--- config.mk ---
export PLATFORM = sky130hd
export DESIGN_NAME = tilde_escape_decoder
export DESIGN_NICKNAME = d
export VERILOG_FILES = /design/src/hw/rtl/ted_pkg.sv /design/src/hw/rtl/ted_decode.sv /design/src/hw/rtl/ted_out_buffer.sv /design/src/hw/rtl/tilde_escape_decoder.sv
export VERILOG_INCLUDE_DIRS = /design/src /design/src/hw/rtl
export SDC_FILE = /design/constraint.sdc
export NUM_CORES = 1
export LEC_CHECK = 0
export ABC_CLOCK_PERIOD_IN_PS = 4120
export BUFFER_PORTS_ARGS = -buffer_cell sky130_fd_sc_hd__buf_2
export CORE_MARGIN = 5
export CORE_UTILIZATION = 50
export DETAILED_ROUTE_END_ITERATION = 8
export GPL_TIMING_DRIVEN = 1
export PLACE_DENSITY = 0.76
export REMOVE_ABC_BUFFERS = 1
export SLEW_MARGIN = 20
export SYNTH_ARGS = -nofsm -noshare
export SYNTH_HDL_FRONTEND = slang
export SYNTH_SLANG_ARGS = --single-unit
--- constraint.sdc ---
create_clock -name clk -period 4.12 [get_ports clk]
set_clock_uncertainty 0.2 [all_clocks]
set_input_delay 0.824 -clock clk [delete_from_list [all_inputs] [get_ports clk]]
set_output_delay 0.824 -clock clk [all_outputs]
set_load 0.02 [all_outputs]
--- src/hw/rtl/tilde_escape_decoder_macros.svh ---
// Assertion macros shared by the tilde escape decoder RTL.
`ifndef TILDE_ESCAPE_DECODER_MACROS_SVH
`define TILDE_ESCAPE_DECODER_MACROS_SVH
`ifndef NO_ASSERTIONS
// Check that a condition implies another in the same cycle.
`define TED_ASSERT_SAME(label, cond, prop, msg) \
    label: assert property (@(posedge clk) disable iff (!rst_n) (cond) |-> (prop)) \
        else $error(msg);
// Check that a condition implies another in the following cycle.
`define TED_ASSERT_NEXT(label, cond, prop, msg) \
    label: assert property (@(posedge clk) disable iff (!rst_n) (cond) |=> (prop)) \
        else $error(msg);
`else
`define TED_ASSERT_SAME(label, cond, prop, msg)
`define TED_ASSERT_NEXT(label, cond, prop, msg)
`endif
`endif

--- src/hw/rtl/ted_pkg.sv ---
// Types, constants and helper functions of the tilde escape decoder.
package ted_pkg;

    localparam logic [7:0] ESC_MARK = 8'h7E;
    localparam int unsigned MAX_RESULTS = 3;

    typedef struct packed {
        logic [7:0] in_byte;
        logic       in_last;
    } in_item_t;

    typedef struct packed {
        logic [7:0] out_byte;
        logic       out_last;
    } out_item_t;

    // Results of one decoded item: count in use, earliest in slot 0
    typedef struct packed {
        logic [1:0]                        count;
        out_item_t [MAX_RESULTS-1:0]       item;
    } dec_result_t;

    typedef struct packed {
        logic       valid;
        logic [3:0] value;
    } hex_t;

    // Classify a byte as a hex digit, either case, and give its value
    function automatic hex_t hex_of(input logic [7:0] b);
        hex_t h;
        h.valid = 1'b1;
        h.value = 4'd0;
        if (b >= 8'h30 && b <= 8'h39)
        begin
            h.value = 4'(b - 8'h30);
        end
        else if (b >= 8'h61 && b <= 8'h66)
        begin
            h.value = 4'(b - 8'h61 + 8'd10);
        end
        else if (b >= 8'h41 && b <= 8'h46)
        begin
            h.value = 4'(b - 8'h41 + 8'd10);
        end
        else
        begin
            h.valid = 1'b0;
        end
        return h;
    endfunction

endpackage

--- src/hw/rtl/ted_decode.sv ---
// Escape decoder: held state and the per-item decode into up to three results.
module ted_decode (
    input  logic                clk,
    input  logic                rst_n,
    input  ted_pkg::in_item_t   item,
    input  logic                take,
    output ted_pkg::dec_result_t result
);

    typedef enum logic [1:0] {
        HELD_NONE  = 2'd0,
        HELD_MARK  = 2'd1,
        HELD_DIGIT = 2'd2
    } held_t;

    held_t      held_reg;
    held_t      held_next;
    logic [7:0] held_digit_reg;
    logic [7:0] held_digit_next;

    ted_pkg::hex_t hex_in;
    ted_pkg::hex_t hex_held;
    logic          fresh_hold;

    assign hex_in     = ted_pkg::hex_of(item.in_byte);
    assign hex_held   = ted_pkg::hex_of(held_digit_reg);
    assign fresh_hold = (item.in_byte == ted_pkg::ESC_MARK) && !item.in_last;

    // Decode one item against what is held
    always_comb
    begin
        result          = '0;
        held_next       = held_reg;
        held_digit_next = held_digit_reg;
        unique case (held_reg)
            HELD_MARK:
            begin
                if (hex_in.valid)
                begin
                    if (item.in_last)
                    begin
                        result.count   = 2'd2;
                        result.item[0] = '{ted_pkg::ESC_MARK, 1'b0};
                        result.item[1] = '{item.in_byte, 1'b1};
                        held_next      = HELD_NONE;
                    end
                    else
                    begin
                        held_next       = HELD_DIGIT;
                        held_digit_next = item.in_byte;
                    end
                end
                else
                begin
                    result.item[0] = '{ted_pkg::ESC_MARK, 1'b0};
                    if (fresh_hold)
                    begin
                        result.count = 2'd1;
                        held_next    = HELD_MARK;
                    end
                    else
                    begin
                        result.count   = 2'd2;
                        result.item[1] = '{item.in_byte, item.in_last};
                        held_next      = HELD_NONE;
                    end
                end
            end
            HELD_DIGIT:
            begin
                if (hex_in.valid)
                begin
                    result.count   = 2'd1;
                    result.item[0] = '{{hex_held.value, hex_in.value}, item.in_last};
                    held_next      = HELD_NONE;
                end
                else
                begin
                    result.item[0] = '{ted_pkg::ESC_MARK, 1'b0};
                    result.item[1] = '{held_digit_reg, 1'b0};
                    if (fresh_hold)
                    begin
                        result.count = 2'd2;
                        held_next    = HELD_MARK;
                    end
                    else
                    begin
                        result.count   = 2'd3;
                        result.item[2] = '{item.in_byte, item.in_last};
                        held_next      = HELD_NONE;
                    end
                end
            end
            default:
            begin
                if (fresh_hold)
                begin
                    held_next = HELD_MARK;
                end
                else
                begin
                    result.count   = 2'd1;
                    result.item[0] = '{item.in_byte, item.in_last};
                    held_next      = HELD_NONE;
                end
            end
        endcase
    end

    // Advance the held state when the item is taken
    always_ff @(posedge clk or negedge rst_n)
    begin
        if (!rst_n)
        begin
            held_reg <= HELD_NONE;
        end
        else if (take)
        begin
            held_reg <= held_next;
        end
    end

    // Hold the first hex digit of an open escape
    always_ff @(posedge clk)
    begin
        if (take)
        begin
            held_digit_reg <= held_digit_next;
        end
    end

endmodule

--- src/hw/rtl/ted_out_buffer.sv ---
// Result buffer: holds up to three decoded bytes and drains one per cycle while out_stall is low.
module ted_out_buffer (
    input  logic                 clk,
    input  logic                 rst_n,
    input  logic                 load,
    input  ted_pkg::dec_result_t result,
    output logic                 ready,
    output logic                 out_valid,
    input  logic                 out_stall,
    output ted_pkg::out_item_t   out_data
);

    logic [1:0]                                  count_reg;
    logic [1:0]                                  count_next;
    ted_pkg::out_item_t [ted_pkg::MAX_RESULTS-1:0] entry_reg;
    logic                                        pop;

    assign out_valid = (count_reg != 2'd0);
    assign out_data  = entry_reg[0];
    assign pop       = out_valid && !out_stall;
    // Room for a new set when empty, or once the last waiting byte leaves this cycle
    assign ready     = (count_reg == 2'd0) || ((count_reg == 2'd1) && !out_stall);

    always_comb
    begin
        if (load)
        begin
            count_next = result.count;
        end
        else if (pop)
        begin
            count_next = count_reg - 2'd1;
        end
        else
        begin
            count_next = count_reg;
        end
    end

    // Track how many bytes wait
    always_ff @(posedge clk or negedge rst_n)
    begin
        if (!rst_n)
        begin
            count_reg <= 2'd0;
        end
        else
        begin
            count_reg <= count_next;
        end
    end

    // Load a new set, or shift the queue forward on each pop
    always_ff @(posedge clk)
    begin
        if (load)
        begin
            entry_reg <= result.item;
        end
        else if (pop)
        begin
            entry_reg[0] <= entry_reg[1];
            entry_reg[1] <= entry_reg[2];
        end
    end

endmodule

--- src/hw/rtl/tilde_escape_decoder.sv ---
// Top level of the tilde escape decoder: input register, decoder, result buffer.
//
// Usage: feed the bytes of an escaped name on the in channel, one byte per
// item, with in_last set on the final byte. The out channel returns the
// decoded bytes, out_last set on the final byte of the name. "~HH" (two hex
// digits, either case) becomes one byte; a tilde without two hex digits, or
// near the end of the name, passes through raw.
// Both channels use valid/stall; an item moves when valid is high and stall
// low. An accepted byte waits in the input register until the result buffer
// can load its decoded set; the buffer then offers those results in order.
// Throughput: one item per cycle while items give at most one result each and the receiver does not stall.
// An item that flushes held bytes can give two or three results, and the single
// output port sets the rate: it gives the results out one by one, and the input
// stalls until the result buffer is down to its last byte.
// Reset clears the input register, the held escape and the result buffer.
// When the receiver stalls, the offered result holds and the input register
// stalls once it has a decoded set waiting.
`include "tilde_escape_decoder_macros.svh"

module tilde_escape_decoder (
    input  logic               clk,
    input  logic               rst_n,
    input  logic               in_valid,
    output logic               in_stall,
    input  ted_pkg::in_item_t  in_data,
    output logic               out_valid,
    input  logic               out_stall,
    output ted_pkg::out_item_t out_data
);

    logic                 in_valid_reg;
    ted_pkg::in_item_t    in_item_reg;
    logic                 buf_ready;
    logic                 take;
    ted_pkg::dec_result_t dec_result;

    assign take     = in_valid_reg && buf_ready;
    assign in_stall = in_valid_reg && !buf_ready;

    // Hold the input item until the buffer takes its results
    always_ff @(posedge clk or negedge rst_n)
    begin
        if (!rst_n)
        begin
            in_valid_reg <= 1'b0;
        end
        else if (!in_stall)
        begin
            in_valid_reg <= in_valid;
        end
    end

    always_ff @(posedge clk)
    begin
        if (!in_stall && in_valid)
        begin
            in_item_reg <= in_data;
        end
    end

    ted_decode u_decode (
        .clk    (clk),
        .rst_n  (rst_n),
        .item   (in_item_reg),
        .take   (take),
        .result (dec_result)
    );

    ted_out_buffer u_out_buffer (
        .clk       (clk),
        .rst_n     (rst_n),
        .load      (take),
        .result    (dec_result),
        .ready     (buf_ready),
        .out_valid (out_valid),
        .out_stall (out_stall),
        .out_data  (out_data)
    );

    // A decoded set with results is offered in the next cycle
    `TED_ASSERT_NEXT(a_result_offered, take && (dec_result.count != 2'd0), out_valid, "decoded results not offered")
    // Only the final result of a set may carry the end mark
    `TED_ASSERT_SAME(a_last_at_end, take && (dec_result.count >= 2'd2), !dec_result.item[0].out_last, "end mark before final result")
    // Never stall with an empty input register
    `TED_ASSERT_SAME(a_stall_needs_item, in_stall, in_valid_reg, "stall without a held item")

endmodule

== Yosys cells after proc, flatten, opt, wreduce, memory -nomap -nowiden ==
Cells that the tools add are included.
Storage, ports and cells
  bits in registers: 49
  input bits: 13
  output and inout port bits: 11
Operators by class
  add/sub/neg operators: 11
  $lt $le $gt $ge: 12
  eq/ne operators: 4
  mux-type cells: 32
  bitwise logic cells: 2
  reductions and logical operators: 22
Operators by type and width (number)
  $mux 18: 4
  $pmux 9 s2: 2
  $ge 8x7->1 const B: 4
  $le 8x7->1 const B: 4
  $mux 9: 3
  $mux 4: 6
  $sub 4x1->4 const B: 6
  $add 4x4->4 const B: 4
  $ge 8x6->1 const B: 2
  $le 8x6->1 const B: 2
  $mux 2: 8
  $logic_and 1x1->1: 12
  $eq 8x7->1 const B: 1
  $pmux 2 s2: 2
  $mux 1: 7
  $eq 2x1->1 const B: 2
  $logic_not 1->1: 4
  $reduce_and 4->1: 1
  $reduce_bool 2->1: 2
  $eq 2x2->1 const B: 1
  $logic_not 2->1: 1
  $not 1->1: 2
  $reduce_or 2->1: 1
  $sub 2x1->2 const B: 1
  $logic_or 1x1->1: 1

== Logic depth before layout (Yosys ltp) ==
Gate-level depths: netlist of run 1.
  depth in word-level cells: 8
  mapped depth: 8

== Hierarchy ==
From an unflattened synthesis of run 1, not the netlist that was laid out.
Second synthesis, totals
  cells, all modules: 218
  area total of the unflattened synthesis: 2670.1 µm²
By module, submodules not included
  ted_out_buffer: times used 1, cells each 74, area an instance 1241.2 µm², seq. area each 860.8 µm²
  ted_decode: times used 1, cells each 129, area an instance 1094.8 µm², seq. area each 290.3 µm²
  tilde_escape_decoder: times used 1, cells each 15, area an instance 334.1 µm², seq. area each 295.3 µm²

== Least setup slack after synthesis of run 1 ==
Ideal clock, no wire load.
  path kind: input-to-reg
  from: input port out_stall
  to: register u_out_buffer.count_reg[1]
  library setup time: 0.126 ns
  arrival time: 2.908 ns
  data required time: 3.794 ns
  slack: 0.886 ns
  cell stages on the path: 3
  path buffers: 0
  path through: o21ai_0 o21ai_0 o32a_1
Between the ends
  word-level cells in the longest chain between the ends: 5
  elaborated cells on any way between the ends: 7
  those cells by class: 1 x mux; 6 x reduce/logical
Ends and longest elaborated chain
  start: declaration: RTL line tilde_escape_decoder.sv:27  | input logic out_stall,
  $logic_not 1->1 (*): RTL line ted_out_buffer.sv:20, ted_out_buffer.sv:22
  $logic_and 1x1->1: RTL line ted_out_buffer.sv:22  | assign ready = (count_reg == 2'd0) || ((count_reg == 2'd1) && !out_stall);
  $logic_or 1x1->1: RTL line ted_out_buffer.sv:22
  $logic_and 1x1->1: RTL line tilde_escape_decoder.sv:37  | assign take = in_valid_reg && buf_ready;
  $mux 2 or $reduce_bool 2->1 (tied branches)
  end signal: assignment: RTL line ted_out_buffer.sv:49  | count_reg <= count_next;
  end: declaration: RTL line ted_out_buffer.sv:13  | logic [1:0] count_reg;
Every way passes the cells marked *; elsewhere a longest branch is shown, timed or not.
A chain may end at the register's enable or synchronous reset.

== Worst setup path in the final report of run 1 ==
  from: register in_item_reg[2] (netlist bit)
  to: register u_out_buffer.entry_reg[10] (netlist bit), data pin
Between the ends
  word-level cells in the longest chain between the ends: 8
  elaborated cells on any way between the ends: 19
  those cells by class: 6 x order compare; 1 x eq/ne; 8 x mux; 4 x reduce/logical
Ends and longest elaborated chain
  start: declaration: RTL line tilde_escape_decoder.sv:32  | ted_pkg::in_item_t in_item_reg;
  start signal: assignment: RTL line tilde_escape_decoder.sv:57  | in_item_reg <= in_data;
  $ge 8x7->1 or $le 8x7->1 (tied branches): RTL line ted_pkg.sv:41  | else if (b >= 8'h41 && b <= 8'h46)
  $logic_and 1x1->1: RTL line ted_pkg.sv:41
  $mux 1: RTL line ted_pkg.sv:41
  $mux 1: RTL line ted_pkg.sv:37  | else if (b >= 8'h61 && b <= 8'h66)
  $mux 1: RTL line ted_pkg.sv:33  | if (b >= 8'h30 && b <= 8'h39)
  $mux 9 or $mux 18 (tied branches): RTL line ted_decode.sv:71, ted_decode.sv:38
  $pmux 9 s2 (*): RTL line ted_decode.sv:35  | unique case (held_reg)
  $mux 18 (*): RTL line ted_out_buffer.sv:56  | if (load)
  end signal: assignment: RTL line ted_out_buffer.sv:58  | entry_reg <= result.item;
  end: declaration: RTL line ted_out_buffer.sv:15  | ted_pkg::out_item_t [ted_pkg::MAX_RESULTS-1:0] entry_reg;
Marks and branches as above.

==> summary.md, run 1 <==
| Metric | Value |
|---|---|
| Outcome | `completed` |
| Synth top area share | `49.4%` |
| CP required | `4.09 ns` |
| Gr ovfl total | `0` |
| Die width | `83.2 µm` |
| Post-Syn Instances | `233` |
| Die area | `0.00692 mm²` |
| Post-synthesis async set-or-reset flop share | `10.2%` |
| Fin worst setup slack | `1.35 ns` |
| Area of the mapped netlist | `0.00268 mm²` |
| CTS Root Cell | `clkbuf_8` |
| Pins Over Slew Limit | `0` |
| Post-synth EDFFs | `44` |
| Internal power | `1230 µW` |
| Leak Pwr | `0.00111 µW` |
| Synth warnings | `0` |
| Chip height | `83.2 µm` |
| Fmax | `360 MHz` |
| Post-synth top flop | `edfxtp_1` |
| Max reg flops | `18` |
| Final period util | `67.3%` |
| GRT Total Usage | `16.8%` |
| Avg Vias per Cell | `6.11` |
| Final period demand of the worst path | `2.77 ns` |
| Switching share of total power | `33.5%` |
| Buffer count from post-CTS setup fixing | `0` |
| Syn avg cell area | `11.5 µm²` |
| Initial Util | `52.1%` |
| Synth-to-layout area growth | `9.54%` |
| CP startpoint kind | `register` |
| Antenna Violating Nets Remaining | `0` |
| Worst IR Drop VDD | `0.000321 V` |
| Part of the power in registers | `47.1%` |
| Distinct cells, synth | `55` |
| Most frequent cells in the layout | `edfxtp_1 (44), buf_2 (23), nand2_1 (16)` |
| Vias in the first global route | `1898` |
| Clock power share | `21.6%` |
| Sequential-to-total area share from yosys stat | `54.0%` |
| Met2 WL post-DR | `2670 µm` |
| CTS clk-pin slew, worst paths | `0.09 ns` |
| WS Path Type | `reg2reg` |
| Yosys reg bits | `49` |
| Port Buf Inserts | `23` |
| Commonest non-fill, non-tap cell in the layout | `edfxtp_1` |
| CTS resizes | `0` |
| Sw power | `622 µW` |
| GP Congestion | `0.901` |
| Unrepaired setup endpoints after global routing | `no` |
| Met1 WL | `2360 µm` |
| Clk buf depth | `2` |
| Final nets | `273` |
| DRT iter0 DRCs | `192` |
| Wire per inst | `17.7 µm` |
| Fillers | `455` |
| PD cells | `633 mW/mm²` |
| DR DRC count | `0` |
| Crit path capture type | `register` |
| MaxCap Viol Count | `0` |
| First drt pass iteration count | `5` |
| Htree depth | `2` |
| Ranking of synthesized cells by area | `edfxtp_1 (49%), ha_1 (5.6%), dfrtp_1 (4.7%)` |
| Initial antenna violation count | `0` |
| Layout cells sized above 1 | `18.5%` |
| Slew HR | `42.2%` |
| Num CTS Buffers | `5` |
| CP max FO | `8` |
| Met3 WL | `490 µm` |
| Setup Viol. Count Final | `0` |
| DR vias | `1949` |
| Worst Hold Class | `in2async` |
| Io pins | `24` |
| CTS tree | `done` |
| Pre-CTS setup slack | `1.22 ns` |
| Area leader, netlist | `edfxtp_1` |
| Final HPWL DP | `3980 µm` |
| Largest net degree at the start of global routing | `26` |
| Hold Buf Count CTS | `0` |
| First-pass GRT wire length | `9320 µm` |
| Diodes inserted | `0` |
| Final Hold Vio Count | `0` |
| R2R Setup Slk | `1.35 ns` |
| Total wire length | `5650 µm` |
| Highest routed layer | `met4` |
| Worst path arrival time | `2.74 ns` |
| Core Rows | `26` |
| Slew @ Worst Pin | `0.862 ns` |
| Sink Count | `49` |
| Total core area | `0.00514 mm²` |
| Combinational share of power | `31.3%` |
| Latest clock arrival within the worst-skew pair | `0.30 ns` |
| Final TNS setup | `0 ns` |
power by group through the flow:
stage          Combinational [µW]  Clock (µW)  Sequential [µW]
3_5_place_dp                  583           0              883
4_1_cts                       585         408              872
5_1_grt                       641         429              889
3_3_place_gp                  568           0              879
2_1_floorplan                 338           0              920
6_report                      580         401              874
final timing paths:
kind                            depth (start not counted)                        from                          to
min in group clk                                        2  u_out_buffer.entry_reg[16]    u_out_buffer.out_data[7]
max in group asynchronous                               1                       rst_n   u_out_buffer.count_reg[1]
worst max register to register                          7              in_item_reg[2]  u_out_buffer.entry_reg[10]
worst min register to register                          2  u_out_buffer.entry_reg[16]    u_out_buffer.out_data[7]
worst min-delay path                                    1                       rst_n        u_decode.held_reg[1]
worst max-delay path                                    7              in_item_reg[2]  u_out_buffer.entry_reg[10]
worst max-delay path, stage by stage, from the launching register on:
cell and delay [ns]:
edfxtp_1 0.55, inv_1 0.19, ha_1 0.19, or3b_1 0.40, o211ai_4 0.18, nand3_1 0.35
nor3_2 0.36, a221o_1 0.22
synthesized netlist by cell type (2+ instances only):
cell       count
edfxtp_1      44
nand2_1       16
inv_1         15
o21ai_0       15
ha_1          12
a21oi_1        9
and3_1         9
buf_4          9
a221o_1        8
nor3_1         8
clkbuf_1       7
nor2_1         7
and2_1         5
dfrtp_1        5
nand3_1        5
o211ai_1       5
a31oi_1        4
nor2b_1        3
buf_2          2
nand2b_1       2
nand4_1        2
nand4b_1       2
nand4bb_1      2
o21ai_1        2
o21bai_1       2
o221ai_1       2
o22ai_1        2
o311ai_0       2
final cells by class:
type / instances / area (µm²) / share of cell area, %
Multi-Input combinational cell: 149 / 1060 / 36.1
Timing Repair Buffer: 27 / 145 / 4.95
Clock buffer: 5 / 68.8 / 2.35
Inverter: 16 / 60.1 / 2.05
Clock inverter: 3 / 65.1 / 2.22
Sequential cell: 49 / 1450 / 49.3
Tap cell: 70 / 87.6 / 2.99
through the flow:
| stage | instance area, µm² | hold slack [ns] | utilization (%) | total power (µW) | std cells |
|---|---|---|---|---|---|
| after floorplan | 2560 | 0.270 | - | 1260 | 214 |
| after global placement | 2800 | 0.296 | 54.4 | 1450 | 311 |
| after detailed placement | 2800 | 0.314 | 54.4 | 1470 | 311 |
| after CTS | 2930 | 0.110 | 57.0 | 1860 | 319 |
| after global routing | 2930 | 0.113 | 57.0 | 1960 | 319 |
| final | 2930 | 0.116 | 57.0 | 1860 | 319 |
cell families (layout without fill, tap and decap cells):
family / Yosys count / after routing / share of synthesized area (%)
simple gates: 72 / 72 / 16.0
fa+ha+maj: 12 / 12 / 5.61
compound gates: 63 / 63 / 17.0
xor+xnor: 1 / 1 / 0.327
flops: 49 / 49 / 54.0
buf+inv: 35 / 51 / 6.54
mux: 1 / 1 / 0.421
layer usage:
metal	up-vias	global-route usage, %
li1	910	-
met1	934	21.3
met2	92	27.4
met3	13	4.46
met4	0	6.69
met5	-	0
Power figures use the tool's default switching activity.
==> run 2, diff against run 1 <==
ABC_CLOCK_PERIOD_IN_PS = 2500   (was 4120)
PLACE_DENSITY = 0.79   (was 0.76)
clock period = 2.5 ns   (was 4.12 ns; I/O delays follow)
==> run 2 against run 1 <==
Worst hold slack better by 0.043 ns. Maximum frequency rose by 16%. Non-clock buffer count up 17. Global-route usage grew 1.4 points. Sequential power is 60% higher. Combinational power rose by 93%. Cell count is 5.3% higher. Critical path depth is the same. Clock-buffer cell count stayed put. Clock power is 40% higher. Sequential cell count stayed put. Die area is the same. Critical path type unchanged. Largest cell class unchanged.
==> summary.md, run 2 (synthesis results as in run 1) <==
| Metric | Value |
|---|---|
| Outcome | `completed` |
| CP max FO | `9` |
| Switching share of total power | `34.9%` |
| Crit path to | `u_out_buffer.entry_reg[10]` |
| Met2 Resource Use GR | `29.7%` |
| Delay of the slowest critical-path stage | `0.44 ns` |
| Layout cells sized above 1 | `23.3%` |
| Final nets | `290` |
| Latest clock arrival within the worst-skew pair | `0.31 ns` |
| Vias in the first global route | `1948` |
| Hold slack | `0.160 ns` |
| Largest net degree at the start of global routing | `25` |
| Avg Vias per Cell | `5.85` |
| Port Buf Inserts | `23` |
| Chip height | `83.2 µm` |
| CP startpoint | `in_item_reg[1]` |
| Initial Util | `52.1%` |
| Final Hold Vio Count | `0` |
| CTS Root Cell | `clkbuf_8` |
| Final period util | `95.9%` |
| First drt pass iteration count | `4` |
| Total core area | `0.00514 mm²` |
| Slew @ Worst Pin | `0.395 ns` |
| Wire per inst | `18.3 µm` |
| Die width | `83.2 µm` |
| Pre-CTS setup slack | `0.117 ns` |
| CTS tree | `done` |
| Initial antenna violation count | `0` |
| WS Path Type | `reg2reg` |
| First-pass GRT wire length | `10100 µm` |
| DR DRC count | `0` |
| Max reg flops | `18` |
| Unrepaired setup endpoints after global routing | `no` |
| Gr ovfl total | `0` |
| Sink Count | `49` |
| Reg-to-Reg Start | `in_item_reg[1]` |
| Slew HR | `73.5%` |
| Internal power | `2000 µW` |
| R2R Path End | `u_out_buffer.entry_reg[10]` |
| Met3 Use GR | `4.36%` |
| Reg2reg path depth | `7` |
| Leak Pwr | `0.00118 µW` |
| Worst path arrival time | `2.25 ns` |
| Synth-to-layout area growth | `14.0%` |
| Commonest non-fill, non-tap cell in the layout | `edfxtp_1` |
| Fillers | `453` |
| Worst IR Drop VDD | `0.000830 V` |
| Part of the power in registers | `45.4%` |
| Combinational share of power | `36.4%` |
| Io pins | `24` |
| DRT iter0 DRCs | `224` |
| Htree depth | `2` |
| CP startpoint kind | `register` |
| R2R Setup Slk | `0.10 ns` |
| Met1 Usage GRT | `24.2%` |
| Total power | `3070 µW` |
| CP max stage cell | `edfxtp_1` |
| CTS clk-pin slew, worst paths | `0.09 ns` |
| CP required | `2.36 ns` |
| Final Core Density | `59.4%` |
| Diodes inserted | `0` |
| Worst Hold Class | `in2reg` |
| Crit path capture type | `register` |
| Die area | `0.00692 mm²` |
| MaxCap Viol Count | `0` |
| CP Cell Sequence | `inv_1 -> ha_1 -> o21bai_1 -> a21o_2 -> a21o_4 -> and3_4 -> a221o_1` |
| Antenna Violating Nets Remaining | `0` |
| Clk buf depth | `2` |
| Final period demand of the worst path | `2.40 ns` |
| Num CTS Buffers | `5` |
| DR vias | `1965` |
| Core Rows | `26` |
| Fmax | `417 MHz` |
| GRT Total Usage | `18.3%` |
| GP Congestion | `0.945` |
| Setup Viol. Count Final | `0` |
| Clock power share | `18.2%` |
| Top Usage Layer GRT | `met2` |
| Most frequent cells in the layout | `edfxtp_1 (44), buf_2 (23), buf_4 (19)` |
| Pins Over Slew Limit | `0` |
| Final HPWL DP | `4590 µm` |
| Sw power | `1070 µW` |
| PD cells | `1010 mW/mm²` |
| Total wire length | `6160 µm` |
| Fin worst setup slack | `0.104 ns` |
==> run 2: how the worst min path moves through the flow <==
| stage | cells after the start | slack, ns | from | end |
|---|---|---|---|---|
| final | 1 | 0.16 | in_data[5] | in_item_reg[5] |
| after global routing | 1 | 0.14 | in_data[8] | in_item_reg[8] |
| after CTS | 1 | 0.15 | in_data[7] | in_item_reg[7] |
| after detailed placement | 1 | 0.12 | rst_n | u_out_buffer.count_reg[1] |
| after global placement | 1 | 0.12 | rst_n | u_out_buffer.count_reg[1] |
| after floorplan | 0 | 0.004 | rst_n | in_valid_reg |
==> run 2: metrics by stage <==
| stage | setup TNS, ns | instance area (µm²) | instances |
|---|---|---|---|
| final | 0 | 3050 | 336 |
| after global routing | 0 | 3050 | 336 |
| after CTS | 0 | 3040 | 335 |
| after detailed placement | 0 | 2920 | 326 |
| after global placement | 0 | 2920 | 326 |
| after floorplan | -21.30 | 2560 | 214 |
==> run 2: cell type report <==
class | count | area (µm²) | area share [%]
Clock buffer | 5 | 68.8 | 2.26
Sequential cell | 49 | 1450 | 47.4
Timing Repair Buffer | 44 | 288 | 9.43
Inverter | 16 | 60.1 | 1.97
Clock inverter | 3 | 41.3 | 1.35
Tap cell | 70 | 87.6 | 2.87
Multi-Input combinational cell | 149 | 1060 | 34.7
==> run 2: worst max-delay path, delay by kind of cell (launching register included) <==
kind / cells / cell delay (ns)
AO/OA/AOI/OAI: 4 / 0.99
buffers and inverters: 1 / 0.14
AND/OR/NAND/NOR: 1 / 0.22
adder cells (fa/ha/maj): 1 / 0.17
flip-flops: 1 / 0.44
==> run 2: power groups by stage <==
stage	clock network, µW	registers [µW]	logic (µW)
final	560	1400	1120
after global routing	601	1420	1220
after CTS	566	1400	1120
after detailed placement	0	1420	1110
after global placement	0	1420	1090
after floorplan	0	1520	558
==> run 2: timing repair <==
| action | in CTS | in global routing |
|---|---|---|
| setup endpoints to repair | 0 | 4 |
| gates resized for setup | 0 | 1 |
| endpoints found under the hold margin | 5 | 0 |
| hold buffers | 1 | 0 |
| setup buffers | 0 | 1 |
==> run 2: layer usage <==
layer | up-vias | share of wire, % | routed length [µm]
li1 | 943 | - | -
met1 | 912 | 43 | 2670
met2 | 98 | 46 | 2830
met3 | 12 | 8.0 | 493
met4 | 0 | 2.7 | 168
met5 | - | 0 | 0
